--- src/hdl/lru_tag_cache_defines.svh ---
// ----------------------------------------------------------------------------
// lru_tag_cache_defines.svh
// Assertion macros for the LRU tag cache. Define NO_ASSERTIONS to drop them.
// ----------------------------------------------------------------------------
`ifndef LRU_TAG_CACHE_DEFINES_SVH
`define LRU_TAG_CACHE_DEFINES_SVH

`ifndef NO_ASSERTIONS

// Check a condition at every clock edge outside reset.
`define LRUTC_ASSERT(lbl, prop) \
   lbl: assert property (@(posedge clock) disable iff (reset) (prop)) \
      else $error("lru_tag_cache: invariant violated");

// Check that a condition implies another in the same cycle.
`define LRUTC_ASSERT_IMP(lbl, ante, cons) \
   lbl: assert property (@(posedge clock) disable iff (reset) (ante) |-> (cons)) \
      else $error("lru_tag_cache: implication violated");

`else

`define LRUTC_ASSERT(lbl, prop)
`define LRUTC_ASSERT_IMP(lbl, ante, cons)

`endif

`endif

--- src/hdl/lrutc_pkg.sv ---
// ----------------------------------------------------------------------------
// lrutc_pkg
// Shared constants, command codes and controller states of the LRU tag cache.
// ----------------------------------------------------------------------------
package lrutc_pkg;

   localparam int ENTRIES_DEF = 16;
   localparam int MAX_RESULTS = 16;
   localparam int TAG_W       = 64;
   localparam int CMD_W       = 2;
   localparam int EVICT_W     = 5;

   typedef enum logic [CMD_W-1:0] {
      CMD_ADD   = 2'd0,
      CMD_PROBE = 2'd1,
      CMD_EVICT = 2'd2
   } cmd_type;

   typedef enum logic [2:0] {
      ST_IDLE,
      ST_SCAN,
      ST_DECIDE,
      ST_RESP,
      ST_EV_READ,
      ST_EV_OUT
   } state_type;

endpackage

--- src/hdl/lrutc_tag_ram.sv ---
// ----------------------------------------------------------------------------
// lrutc_tag_ram
// Tag store: one write port, one read port, registered read data.
// ----------------------------------------------------------------------------
module lrutc_tag_ram #(
   parameter int DEPTH = lrutc_pkg::ENTRIES_DEF,
   parameter int WIDTH = 2 * lrutc_pkg::TAG_W
) (
   input  logic                                    clock,
   input  logic                                    wr_en,
   input  logic [((DEPTH > 1) ? $clog2(DEPTH) : 1)-1:0] wr_addr,
   input  logic [WIDTH-1:0]                        wr_data,
   input  logic                                    rd_en,
   input  logic [((DEPTH > 1) ? $clog2(DEPTH) : 1)-1:0] rd_addr,
   output logic [WIDTH-1:0]                        rd_data
);
   logic [WIDTH-1:0] mem [DEPTH];
   logic [WIDTH-1:0] rd_data_ff;

   always_ff @(posedge clock) begin
      if (wr_en) begin
         mem[wr_addr] <= wr_data;
      end
   end

   // Hold read data until the next read.
   always_ff @(posedge clock) begin
      if (rd_en) begin
         rd_data_ff <= mem[rd_addr];
      end
   end

   assign rd_data = rd_data_ff;

endmodule

--- src/hdl/lru_tag_cache.sv ---
// ----------------------------------------------------------------------------
// lru_tag_cache
// Fully associative LRU table of pointer/hash tags with add, probe and evict.
// ----------------------------------------------------------------------------
//
//   channel | direction | handshake            | payload
//   --------+-----------+----------------------+------------------------------
//   req     | in        | req_valid/req_stall  | command, pointer, hash, count
//   rsp     | out       | rsp_valid/rsp_stall  | hit, evicted ptr, valid, last
//
//   Add and probe walk the single tag RAM read port one entry per cycle,
//   then decide, then load the result word. Evict accepts the request,
//   then for each removed entry does the victim lookup and RAM read, then
//   the output; when nothing is removed it loads one empty result word.
//   Reset is synchronous; it clears occupancy, ranks and control, not tags.
//   A result word waits in the output register under rsp_stall while the
//   next request word is accepted; req_stall is high while one is in work.
//
`include "lru_tag_cache_defines.svh"

module lru_tag_cache #(
   parameter int ENTRIES = lrutc_pkg::ENTRIES_DEF
) (
   input  logic                          clock,
   input  logic                          reset,
   input  logic                          req_valid,
   output logic                          req_stall,
   input  logic [lrutc_pkg::CMD_W-1:0]   req_command,
   input  logic [lrutc_pkg::TAG_W-1:0]   req_entry_pointer,
   input  logic [lrutc_pkg::TAG_W-1:0]   req_entry_hash,
   input  logic [lrutc_pkg::EVICT_W-1:0] req_evict_count,
   output logic                          rsp_valid,
   input  logic                          rsp_stall,
   output logic                          rsp_hit,
   output logic [lrutc_pkg::TAG_W-1:0]   rsp_evicted_pointer,
   output logic                          rsp_item_valid,
   output logic                          rsp_last
);
   import lrutc_pkg::*;

   // Slot index and rank share a width; the count must also hold ENTRIES.
   localparam int IDX_W  = (ENTRIES > 1) ? $clog2(ENTRIES) : 1;
   localparam int CNT_W  = $clog2(ENTRIES + 1);
   localparam int LEFT_W = $clog2(MAX_RESULTS + 1);
   localparam int CMP_A  = (CNT_W > EVICT_W) ? CNT_W : EVICT_W;
   localparam int CMP_W  = (CMP_A > LEFT_W) ? CMP_A : LEFT_W;
   localparam int DATA_W = 2 * TAG_W;

   // Controller and request capture
   state_type           state_ff, state_in;
   logic [CMD_W-1:0]    cmd_ff;
   logic [TAG_W-1:0]    ptr_ff, hash_ff;
   logic                req_accept;

   // Scan pipeline
   logic [IDX_W-1:0]    scan_idx_ff, scan_idx_in;
   logic                rd_vld_ff, rd_vld_in;
   logic [IDX_W-1:0]    rd_idx_ff, rd_idx_in;
   logic                found_ff, found_in;
   logic [IDX_W-1:0]    found_slot_ff, found_slot_in;

   // Replacement state per slot
   logic [ENTRIES-1:0]  occ_ff, occ_in;
   logic [IDX_W-1:0]    rank_ff [ENTRIES];
   logic [IDX_W-1:0]    rank_in [ENTRIES];
   logic [CNT_W-1:0]    cnt_ff, cnt_in;
   logic [LEFT_W-1:0]   left_ff, left_in;
   logic                res_hit_ff, res_hit_in;

   // Output register
   logic                rsp_valid_ff, rsp_valid_in;
   logic                rsp_hit_ff, rsp_hit_in;
   logic [TAG_W-1:0]    rsp_ptr_ff, rsp_ptr_in;
   logic                rsp_item_valid_ff, rsp_item_valid_in;
   logic                rsp_last_ff, rsp_last_in;
   logic                out_free;

   // Tag RAM port
   logic                ram_wr_en;
   logic [IDX_W-1:0]    ram_wr_addr;
   logic [DATA_W-1:0]   ram_wr_data;
   logic                ram_rd_en;
   logic [IDX_W-1:0]    ram_rd_addr;
   logic [DATA_W-1:0]   ram_rd_data;

   // Derived lookups
   logic                cur_match, match_now;
   logic [IDX_W-1:0]    match_slot;
   logic [IDX_W-1:0]    hit_rank;
   logic                full;
   logic [ENTRIES-1:0]  oldest_vec, victim_vec, free_vec;
   logic [IDX_W-1:0]    victim_slot, free_slot;
   logic                victim_any, free_any;
   logic [CNT_W-1:0]    cnt_m1;
   logic [CMP_W-1:0]    take;

   lrutc_tag_ram #(
      .DEPTH (ENTRIES),
      .WIDTH (DATA_W)
   ) u_tag_ram (
      .clock   (clock),
      .wr_en   (ram_wr_en),
      .wr_addr (ram_wr_addr),
      .wr_data (ram_wr_data),
      .rd_en   (ram_rd_en),
      .rd_addr (ram_rd_addr),
      .rd_data (ram_rd_data)
   );

   assign req_stall  = (state_ff != ST_IDLE);
   assign req_accept = req_valid && !req_stall;
   assign out_free   = !rsp_valid_ff || !rsp_stall;

   // Compare the tag word that came back from the RAM this cycle. Only an
   // occupied slot may match, so unwritten RAM entries never matter.
   assign cur_match  = rd_vld_ff && occ_ff[rd_idx_ff] &&
                       (ram_rd_data == {ptr_ff, hash_ff});
   assign match_now  = found_ff || cur_match;
   assign match_slot = found_ff ? found_slot_ff : rd_idx_ff;
   assign hit_rank   = rank_ff[match_slot];

   assign full   = (cnt_ff == CNT_W'(ENTRIES));
   assign cnt_m1 = cnt_ff - CNT_W'(1);

   // Ranks of occupied slots are a permutation of 0..count-1, so the oldest
   // entry of a full table has the top rank and the next victim of an evict
   // always has rank count-1.
   always_comb begin
      for (int i = 0; i < ENTRIES; i++) begin
         oldest_vec[i] = occ_ff[i] && (rank_ff[i] == IDX_W'(ENTRIES - 1));
         victim_vec[i] = occ_ff[i] && (rank_ff[i] == cnt_m1[IDX_W-1:0]);
         free_vec[i]   = !(occ_ff[i] && !(full && oldest_vec[i]));
      end
   end

   // Lowest index wins.
   always_comb begin
      victim_slot = '0;
      free_slot   = '0;
      for (int i = ENTRIES - 1; i >= 0; i--) begin
         if (victim_vec[i]) begin
            victim_slot = IDX_W'(i);
         end
         if (free_vec[i]) begin
            free_slot = IDX_W'(i);
         end
      end
   end

   assign victim_any = |victim_vec;
   assign free_any   = |free_vec;

   // Evict length: limit to occupied entries and to one burst of results.
   always_comb begin
      take = CMP_W'(req_evict_count);
      if (CMP_W'(cnt_ff) < take) begin
         take = CMP_W'(cnt_ff);
      end
      if (CMP_W'(MAX_RESULTS) < take) begin
         take = CMP_W'(MAX_RESULTS);
      end
   end

   // Next state and datapath control
   always_comb begin
      state_in          = state_ff;
      scan_idx_in       = scan_idx_ff;
      rd_vld_in         = (state_ff == ST_SCAN);
      rd_idx_in         = scan_idx_ff;
      found_in          = found_ff;
      found_slot_in     = found_slot_ff;
      occ_in            = occ_ff;
      rank_in           = rank_ff;
      cnt_in            = cnt_ff;
      left_in           = left_ff;
      res_hit_in        = res_hit_ff;
      rsp_valid_in      = rsp_valid_ff && rsp_stall;
      rsp_hit_in        = rsp_hit_ff;
      rsp_ptr_in        = rsp_ptr_ff;
      rsp_item_valid_in = rsp_item_valid_ff;
      rsp_last_in       = rsp_last_ff;
      ram_wr_en         = 1'b0;
      ram_wr_addr       = free_slot;
      ram_wr_data       = {ptr_ff, hash_ff};
      ram_rd_en         = 1'b0;
      ram_rd_addr       = scan_idx_ff;

      // Record the first match seen during the walk.
      if (cur_match && !found_ff) begin
         found_in      = 1'b1;
         found_slot_in = rd_idx_ff;
      end

      case (state_ff)
         ST_IDLE: begin
            if (req_valid) begin
               found_in    = 1'b0;
               scan_idx_in = '0;
               res_hit_in  = 1'b0;
               case (req_command)
                  CMD_ADD, CMD_PROBE: begin
                     state_in = ST_SCAN;
                  end
                  CMD_EVICT: begin
                     left_in = LEFT_W'(take);
                     if (take == '0) begin
                        state_in = ST_RESP;
                     end else begin
                        state_in = ST_EV_READ;
                     end
                  end
                  default: begin
                     // Unknown command: no effect, one empty result.
                     state_in = ST_RESP;
                  end
               endcase
            end
         end

         ST_SCAN: begin
            // Walk every slot; each compare comes in the cycle after its read.
            ram_rd_en   = 1'b1;
            ram_rd_addr = scan_idx_ff;
            scan_idx_in = scan_idx_ff + IDX_W'(1);
            if (scan_idx_ff == IDX_W'(ENTRIES - 1)) begin
               state_in = ST_DECIDE;
            end
         end

         ST_DECIDE: begin
            res_hit_in = match_now;
            state_in   = ST_RESP;
            if (cmd_ff == CMD_ADD) begin
               if (match_now) begin
                  // Refresh: age everything younger, move the hit to front.
                  for (int i = 0; i < ENTRIES; i++) begin
                     if (occ_ff[i] && (rank_ff[i] < hit_rank)) begin
                        rank_in[i] = rank_ff[i] + IDX_W'(1);
                     end
                  end
                  rank_in[match_slot] = '0;
               end else begin
                  // Insert: drop the oldest when full, age the rest, fill
                  // the lowest free slot.
                  for (int i = 0; i < ENTRIES; i++) begin
                     if (!free_vec[i]) begin
                        rank_in[i] = rank_ff[i] + IDX_W'(1);
                     end
                     if (full && oldest_vec[i]) begin
                        occ_in[i] = 1'b0;
                     end
                  end
                  ram_wr_en          = 1'b1;
                  ram_wr_addr        = free_slot;
                  occ_in[free_slot]  = 1'b1;
                  rank_in[free_slot] = '0;
                  if (!full) begin
                     cnt_in = cnt_ff + CNT_W'(1);
                  end
               end
            end
         end

         ST_RESP: begin
            if (out_free) begin
               rsp_valid_in      = 1'b1;
               rsp_hit_in        = res_hit_ff;
               rsp_ptr_in        = '0;
               rsp_item_valid_in = 1'b0;
               rsp_last_in       = 1'b1;
               state_in          = ST_IDLE;
            end
         end

         ST_EV_READ: begin
            // Remove the oldest entry and fetch its pointer.
            ram_rd_en            = 1'b1;
            ram_rd_addr          = victim_slot;
            occ_in[victim_slot]  = 1'b0;
            rank_in[victim_slot] = '0;
            cnt_in               = cnt_m1;
            left_in              = left_ff - LEFT_W'(1);
            state_in             = ST_EV_OUT;
         end

         ST_EV_OUT: begin
            if (out_free) begin
               rsp_valid_in      = 1'b1;
               rsp_hit_in        = 1'b0;
               rsp_ptr_in        = ram_rd_data[DATA_W-1:TAG_W];
               rsp_item_valid_in = 1'b1;
               rsp_last_in       = (left_ff == '0);
               if (left_ff == '0) begin
                  state_in = ST_IDLE;
               end else begin
                  state_in = ST_EV_READ;
               end
            end
         end

         default: begin
            state_in = ST_IDLE;
         end
      endcase
   end

   // Control registers
   always_ff @(posedge clock) begin
      if (reset) begin
         state_ff     <= ST_IDLE;
         occ_ff       <= '0;
         rank_ff      <= '{default: '0};
         cnt_ff       <= '0;
         left_ff      <= '0;
         rd_vld_ff    <= 1'b0;
         found_ff     <= 1'b0;
         scan_idx_ff  <= '0;
         rsp_valid_ff <= 1'b0;
      end else begin
         state_ff     <= state_in;
         occ_ff       <= occ_in;
         rank_ff      <= rank_in;
         cnt_ff       <= cnt_in;
         left_ff      <= left_in;
         rd_vld_ff    <= rd_vld_in;
         found_ff     <= found_in;
         scan_idx_ff  <= scan_idx_in;
         rsp_valid_ff <= rsp_valid_in;
      end
   end

   // Payload registers
   always_ff @(posedge clock) begin
      if (req_accept) begin
         cmd_ff  <= req_command;
         ptr_ff  <= req_entry_pointer;
         hash_ff <= req_entry_hash;
      end
      rd_idx_ff         <= rd_idx_in;
      found_slot_ff     <= found_slot_in;
      res_hit_ff        <= res_hit_in;
      rsp_hit_ff        <= rsp_hit_in;
      rsp_ptr_ff        <= rsp_ptr_in;
      rsp_item_valid_ff <= rsp_item_valid_in;
      rsp_last_ff       <= rsp_last_in;
   end

   assign rsp_valid           = rsp_valid_ff;
   assign rsp_hit             = rsp_hit_ff;
   assign rsp_evicted_pointer = rsp_ptr_ff;
   assign rsp_item_valid      = rsp_item_valid_ff;
   assign rsp_last            = rsp_last_ff;

   // Occupancy count tracks the valid bits.
   `LRUTC_ASSERT(a_cnt_tracks_occ, cnt_ff == CNT_W'($countones(occ_ff)))
   // An evict step always finds an entry of the expected age.
   `LRUTC_ASSERT_IMP(a_victim_found, state_ff == ST_EV_READ, victim_any)
   // An insert always has a slot to fill once the oldest is dropped.
   `LRUTC_ASSERT_IMP(a_free_slot, (state_ff == ST_DECIDE) && (cmd_ff == CMD_ADD) && !match_now, free_any)

endmodule
--- config.mk ---
export PLATFORM = sky130hd
export DESIGN_NAME = lru_tag_cache
export DESIGN_NICKNAME = d
export VERILOG_FILES = /design/src/hdl/lrutc_pkg.sv /design/src/hdl/lrutc_tag_ram.sv /design/src/hdl/lru_tag_cache.sv
export VERILOG_INCLUDE_DIRS = /design/src /design/src/hdl
export SDC_FILE = /design/constraint.sdc
export NUM_CORES = 2
export LEC_CHECK = 0
export BUFFER_PORTS_ARGS = -buffer_cell sky130_fd_sc_hd__buf_2
export CAP_MARGIN = 20
export CORE_ASPECT_RATIO = 1.1
export CORE_UTILIZATION = 55
export CTS_CLUSTER_DIAMETER = 150
export DETAILED_ROUTE_END_ITERATION = 10
export HOLD_SLACK_MARGIN = 0.05
export PLACE_DENSITY = 0.77
export RECOVER_POWER = 25
export SYNTH_ARGS = -nofsm -noshare
export SYNTH_HDL_FRONTEND = slang
export SYNTH_HIERARCHICAL = 1
export SYNTH_SLANG_ARGS = --single-unit
--- constraint.sdc ---
create_clock -name clock -period 15.1 [get_ports clock]
set_input_delay 3.775 -clock clock [delete_from_list [all_inputs] [get_ports clock]]
set_output_delay 3.775 -clock clock [all_outputs]
set_load 0.1 [all_outputs]
-- Word-level counts from Yosys, hierarchy flattened
Memory sizes are Yosys's and may differ from the RTL's. A register that Yosys moved wholly into a read port is not among the register bits.
Cells that the tools add are included.
Widths: inputs -> output; s select.
- $add $sub $neg: 20
- eq/ne operators: 50
- mux-type cells: 289
- bitwise operators: 12
- order comparisons: 29
- reduce and logical (&&, ||, !) cells: 134
- operator list (cell ; count):
    $mux 4 ; 168
    $mux 64 ; 4
    $pmux 64 s2 ; 2
    $and 64x64->64 ; 3
    $not 64->64 ; 3
    $eq 128x128->1 ; 1
    $logic_and 1x1->1 ; 90
    $mux 1 ; 83
    $add 4x1->4 const B ; 17
    $eq 4x4->1 const B ; 17
    $eq 4x4->1 ; 16
    $lt 4x4->1 ; 16
    $demux 4 s4 ; 3
    $mux 5 ; 7
    $mux 16 ; 2
    $pmux 16 s2 ; 1
    $logic_not 1->1 ; 20
    $pmux 5 s2 ; 2
    $mux 3 ; 6
    $pmux 3 s6 ; 1
    $and 16x16->16 ; 1
    $bmux 4 s4 ; 1
    $not 16->16 ; 1
    $or 16x16->16 ; 1
    32 further kinds ; 68
- memories kept: 1
- word-level logic and storage cells: 569
- bits in writable memories: 2048
- output and inout port bits: 69
- input bits: 139
- flip-flop bits (word level): 306
- memories (memory ; depth ; bits a word ; read ports ; clocked after memory_dff ; wr ports ; RTL line ; source):
    u_tag_ram.mem ; 16 ; 128 ; 1 ; 1 ; 1 ; lrutc_tag_ram.sv:17 ; logic [WIDTH-1:0] mem [DEPTH];

-- Logic depth before layout (Yosys ltp)
- depth in word-level cells: 31
- mapped depth: 24
- gate-level depth less buffers: 13

-- Modules after synthesis
The synthesis kept the hierarchy.
- modules (own cells, without submodules) (module ; area each (um2) ; instances ; cells each ; seq. area each (um2)):
    lrutc_tag_ram ; 80612.3 ; 1 ; 3365 ; 65342.7
    lru_tag_cache ; 19686.4 ; 1 ; 1974 ; 8147.8

-- Least setup slack after synthesis
Ideal clock, no wire load.
- path type: flip-flop to flip-flop
- start: register rd_idx_ff[0]
- end: memory u_tag_ram/mem[0][0] in the netlist's numbering, enable pin
- path slack: 2.647 ns
- arrival time: 11.681 ns
- period minus slack after synthesis: 12.453 ns
- path buffers: 4
- cell stages (with the launch flop): 15
- cells stage by stage: dfxtp_1 -> buf_2 -> mux4_2 -> nor2b_1 -> a211oi_1 -> a21oi_1 -> nand4_1 -> o21ba_2 -> buf_2 -> nand2_1 -> inv_1 -> buf_2 -> buf_2 -> or3b_2 -> nor3_1
- word-level cells in the longest chain between the ends: 10
- RTL lines (element ; RTL line ; source):
    from (decl) ; lru_tag_cache.sv:58 ; logic [IDX_W-1:0] rd_idx_ff, rd_idx_in;
    from (signal assigned) ; lru_tag_cache.sv:339 ; rd_idx_ff <= rd_idx_in;
    $bmux 1 s4 ; lru_tag_cache.sv:116 ; assign cur_match = rd_vld_ff && occ_ff[rd_idx_ff] &&
    $mux 1 (implied by the code) ; lru_tag_cache.sv:116 ;
    $logic_and 1x1->1 (2 in a row) ; lru_tag_cache.sv:116 ;
    $logic_or 1x1->1 ; lru_tag_cache.sv:118 ; assign match_now = found_ff || cur_match;
    $mux 1 ; lru_tag_cache.sv:234 ; if (match_now) begin
    $mux 1 ; lru_tag_cache.sv:233 ; if (cmd_ff == CMD_ADD) begin
    $mux 1 ; lru_tag_cache.sv:194 ; case (state_ff)
    via ram_wr_en ; lru_tag_cache.sv:79 ; logic ram_wr_en;
    $mux 1 ; lrutc_tag_ram.sv:21 ; if (wr_en) begin
    $mux 1 (implied by the code) ; lrutc_tag_ram.sv:22 ; mem[wr_addr] <= wr_data;
    to (decl) ; lrutc_tag_ram.sv:17 ;
The timed path passes the listed nets, and every way through them passes these cells. The select of a mux whose other input is x is not followed.

-- Worst setup path after layout
- start: register hash_ff[32]
- end: memory u_tag_ram/mem[3][83] in the netlist's numbering, enable pin
- word-level cells in the longest chain between the ends: 8
- RTL lines (element ; RTL line ; source):
    from (decl) ; lru_tag_cache.sv:52 ; logic [TAG_W-1:0] ptr_ff, hash_ff;
    from (signal assigned) ; lru_tag_cache.sv:337 ; hash_ff <= req_entry_hash;
    $eq 128x128->1 ; lru_tag_cache.sv:117 ; (ram_rd_data == {ptr_ff, hash_ff});
    $logic_and 1x1->1 ; lru_tag_cache.sv:116 ;
    $logic_or 1x1->1 ; lru_tag_cache.sv:118 ;
    $mux 1 ; lru_tag_cache.sv:234 ;
    $mux 1 ; lru_tag_cache.sv:233 ;
    $mux 1 ; lru_tag_cache.sv:194 ;
    $mux 1 ; lrutc_tag_ram.sv:21 ;
    $mux 1 (implied by the code) ; lrutc_tag_ram.sv:22 ;
Every way passes these cells.

==> results.yml <==
critical_path:
  startpoint: "hash_ff[32]$_DFFE_PP_"
  worstReg2RegStart: "hash_ff[32]$_DFFE_PP_"
  ff2ff_setup_slack_ps: 7310
  cp-end-kind: "flop"
  worstSetupStartpointType: "flop"
  cp.required_ps: 15570
  worstPathMaxFanout: 53
  reg2regPathDepth: 15
  cp.arrival_ps: 8260
  reg2reg_to: "u_tag_ram/mem[3][83]$_DFFE_PP_"
  crit_type: "reg2reg"
  crit_path_end: "u_tag_ram/mem[3][83]$_DFFE_PP_"
sta:
  fin_crit_sh: 0.516
  min_period_ps: 7790
  setup_tns_ps: 0
  relSlewSlack: 0.0660
  tightest_slew_ps: 1370
  fmax_mhz: 128
  hold_viol: 0
  setup_viol: 0
  skew_ps: 89.4
  rsz0062_at_grt: "no"
  maxSlewViolCount: 0
power_and_ir_drop:
  internal_power_uw: 12000
  ir_drop_mv: 0.158
  switching_share: 0.271
  clkPwrFrac: 0.343
  power_density_mw_per_mm2: 148
  combinationalPowerShare: 0.133
  seq_power_share: 0.524
  p_switching_uw: 4470
  p_leak_uw: 0.0350
  power.total_uw: 16500
clock_tree:
  path_clk_slew_ps: 60
  cts.sinks: 2482
  root_buffer: "clkbuf_16"
  h-tree-depth: 4
  cts-hold-fix-buffers: 0
  cts_setup_buffers: 0
  clock_path_buffers: 3
  cts-buffers-inserted: 228
  post_cts_resized: 0
  insertion_delay_ps: 920
  cts_tree: "built"
synthesis:
  synth_edf_count: 2378
  ys_top_cells_by_area: "edfxtp_1, mux4_2, dfxtp_1"
  yosysTopAreaCell: "edfxtp_1"
  synth.most_common_cell: "edfxtp_1"
  netlist_area_mm2: 0.100
  yosysSeqAreaShare: 0.733
  yosysWarnings: 6
  yosys.cell_types.count: 100
  synthTopCellsByCount: "edfxtp_1, mux4_2, a22oi_1"
  synth_top_area_share: 0.712
  synth-main-ff-cell: "edfxtp_1"
  synth_fp_nets: 5552
  synthArstFlopShare: 0
  synth-seq-cells: 2482
  synthCells: 5339
  syn_area_per_cell_um2: 18.8
run_status:
  status: "finished, final reports clean"
final_layout:
  fillCellCount: 12400
  fin_area_mm2: 0.112
  drive_gt1_frac: 0.215
  layout.nets: 5832
  multiInputGateArea_mm2: 0.0253
  area_growth_pct: 11.3
  regArea_mm2: 0.0735
hold_path:
  hp-class: "reg2reg"
  hold_depth: 0
global_route:
  overflow: 0
  grt_pass1_wl_um: 398000
  grt_max_degree: 140
  grt_pass1_vias: 56200
  gr-usage-all-layers: 0.302
  antenna_found_initial: 19
detailed_routing:
  avgRoutedWirePerCell_um: 33.8
  vias_per_cell: 6.80
  vias: 56000
  drtIter0Drc: 7488
  drc: 0
  first_pass_iters: 6
  ant_nets: 0
  drt_wl_total_um: 278000
floorplanning:
  start_util: 0.553
  die_w_um: 409
  io_pins: 208
  die_area_mm2: 0.184
  coreArea_mm2: 0.181
  die_height_um: 450
  rows: 164
run:
  maxCapViolCount: 0
placed_design:
  placed_area_mm2: 0.104
  portBuffers: 207
  dpl.hpwl_um: 155000
  place_congestion: 0.991
-- kinds of logic after synthesis --
kind of cell	synth area share
AND/OR/NAND/NOR	0.0444
AO/OA/AOI/OAI	0.0559
multiplexers	0.123
buffers and inverters	0.0172
XOR/XNOR	0.0177
adder cells (fa/ha/maj)	0.00923
flip-flops	0.733
-- cell usage in the layout, fill, tap and decap left out, types with 58 or more instances in the layout --
cell type  synthesis  routed
ha_1              74      74
nor2_1           153     137
o21ai_0           80      77
mux4_2           494     494
and2_1            70      69
xnor2_1           82      82
nand2_1          216     215
clkbuf_16          0     228
nand3_1           64      64
nor3_1            66      61
a22oi_1          233     233
edfxtp_1        2378    2378
a21oi_1           89      88
nor2b_1           61      58
mux2i_1          108     107
buf_4             15     102
inv_1             95      95
buf_2             73     208
dfxtp_1          104     104
-- worst min path at each step --
stage	from	endpoint	slack, ps
2_1_floorplan	rd_idx_in[3]$_SDFFE_PP0P_	rd_idx_ff[3]$_DFF_P_	370
3_3_place_gp	rd_idx_in[2]$_SDFFE_PP0P_	rd_idx_ff[2]$_DFF_P_	410
5_1_grt	rd_idx_in[2]$_SDFFE_PP0P_	rd_idx_ff[2]$_DFF_P_	430
3_5_place_dp	rd_idx_in[2]$_SDFFE_PP0P_	rd_idx_ff[2]$_DFF_P_	410
6_report	rd_idx_in[2]$_SDFFE_PP0P_	rd_idx_ff[2]$_DFF_P_	430
4_1_cts	rd_idx_in[2]$_SDFFE_PP0P_	rd_idx_ff[2]$_DFF_P_	420
-- per-layer routing --
| metal | routed length, um | up-vias | GRT usage |
|---|---|---|---|
| li1 | - | 22500 | - |
| met1 | 99100 | 28700 | 0.396 |
| met2 | 133000 | 3898 | 0.481 |
| met5 | 130 | - | 0 |
| met4 | 16000 | 18 | 0.156 |
| met3 | 30000 | 780 | 0.0625 |
-- metrics by stage --
step | setup slack [ps] | cells | utilization | hold slack [ps]
3_5_place_dp | 7610 | 7795 | 0.575 | 413
3_3_place_gp | 7380 | 7791 | 0.575 | 414
2_1_floorplan | 2650 | 5339 | - | 373
5_1_grt | 7250 | 8219 | 0.616 | 430
6_report | 7310 | 8225 | 0.616 | 426
4_1_cts | 7530 | 8217 | 0.616 | 419
-- power groups by stage --
| stage | sequential [uW] | combinational [uW] | clock [uW] |
|---|---|---|---|
| 2_1_floorplan | 8690 | 1440 | 0 |
| 3_3_place_gp | 8750 | 2150 | 0 |
| 3_5_place_dp | 8790 | 2170 | 0 |
| 4_1_cts | 8650 | 2200 | 5700 |
| 5_1_grt | 8690 | 2300 | 5950 |
| 6_report | 8660 | 2200 | 5650 |
-- critical path, stage by stage (launching register included) --
cell       delay (ps)
edfxtp_1          660
xnor2_1           350
nand4_1           420
nor4_1            130
buf_2             200
nand4_1           140
nand4bb_1         340
o21ba_2           200
buf_4             460
nand2_1           720
inv_1             680
buf_4             350
or3b_2            600
nor2_4            130
buf_4             810
buf_4             910
-- sequential cells by signal, indices dropped and copies added (netlist names), 2 cells and up --
register and flops:
rank_ff 64, ptr_ff 64, found_slot_ff 4, rd_idx_in 4, cnt_ff 5, occ_ff 16
state_ff 3, hash_ff 64, u_tag_ram/mem 2048, rd_idx_ff 4, cmd_ff 2, rsp_evicted_pointer 64
left_ff 5, u_tag_ram/rd_data 128
-- layout make-up --
class	instances	share of cell area
Timing Repair Buffer	330	0.0191
Clock buffer	271	0.0527
Multi-Input combinational cell	2480	0.227
Tap cell	2407	0.0270
Antenna cell	7	0.000157
Sequential cell	2482	0.658
Clock inverter	151	0.0129
Inverter	97	0.00326
No activity file was read; power rests on OpenSTA's default activity.
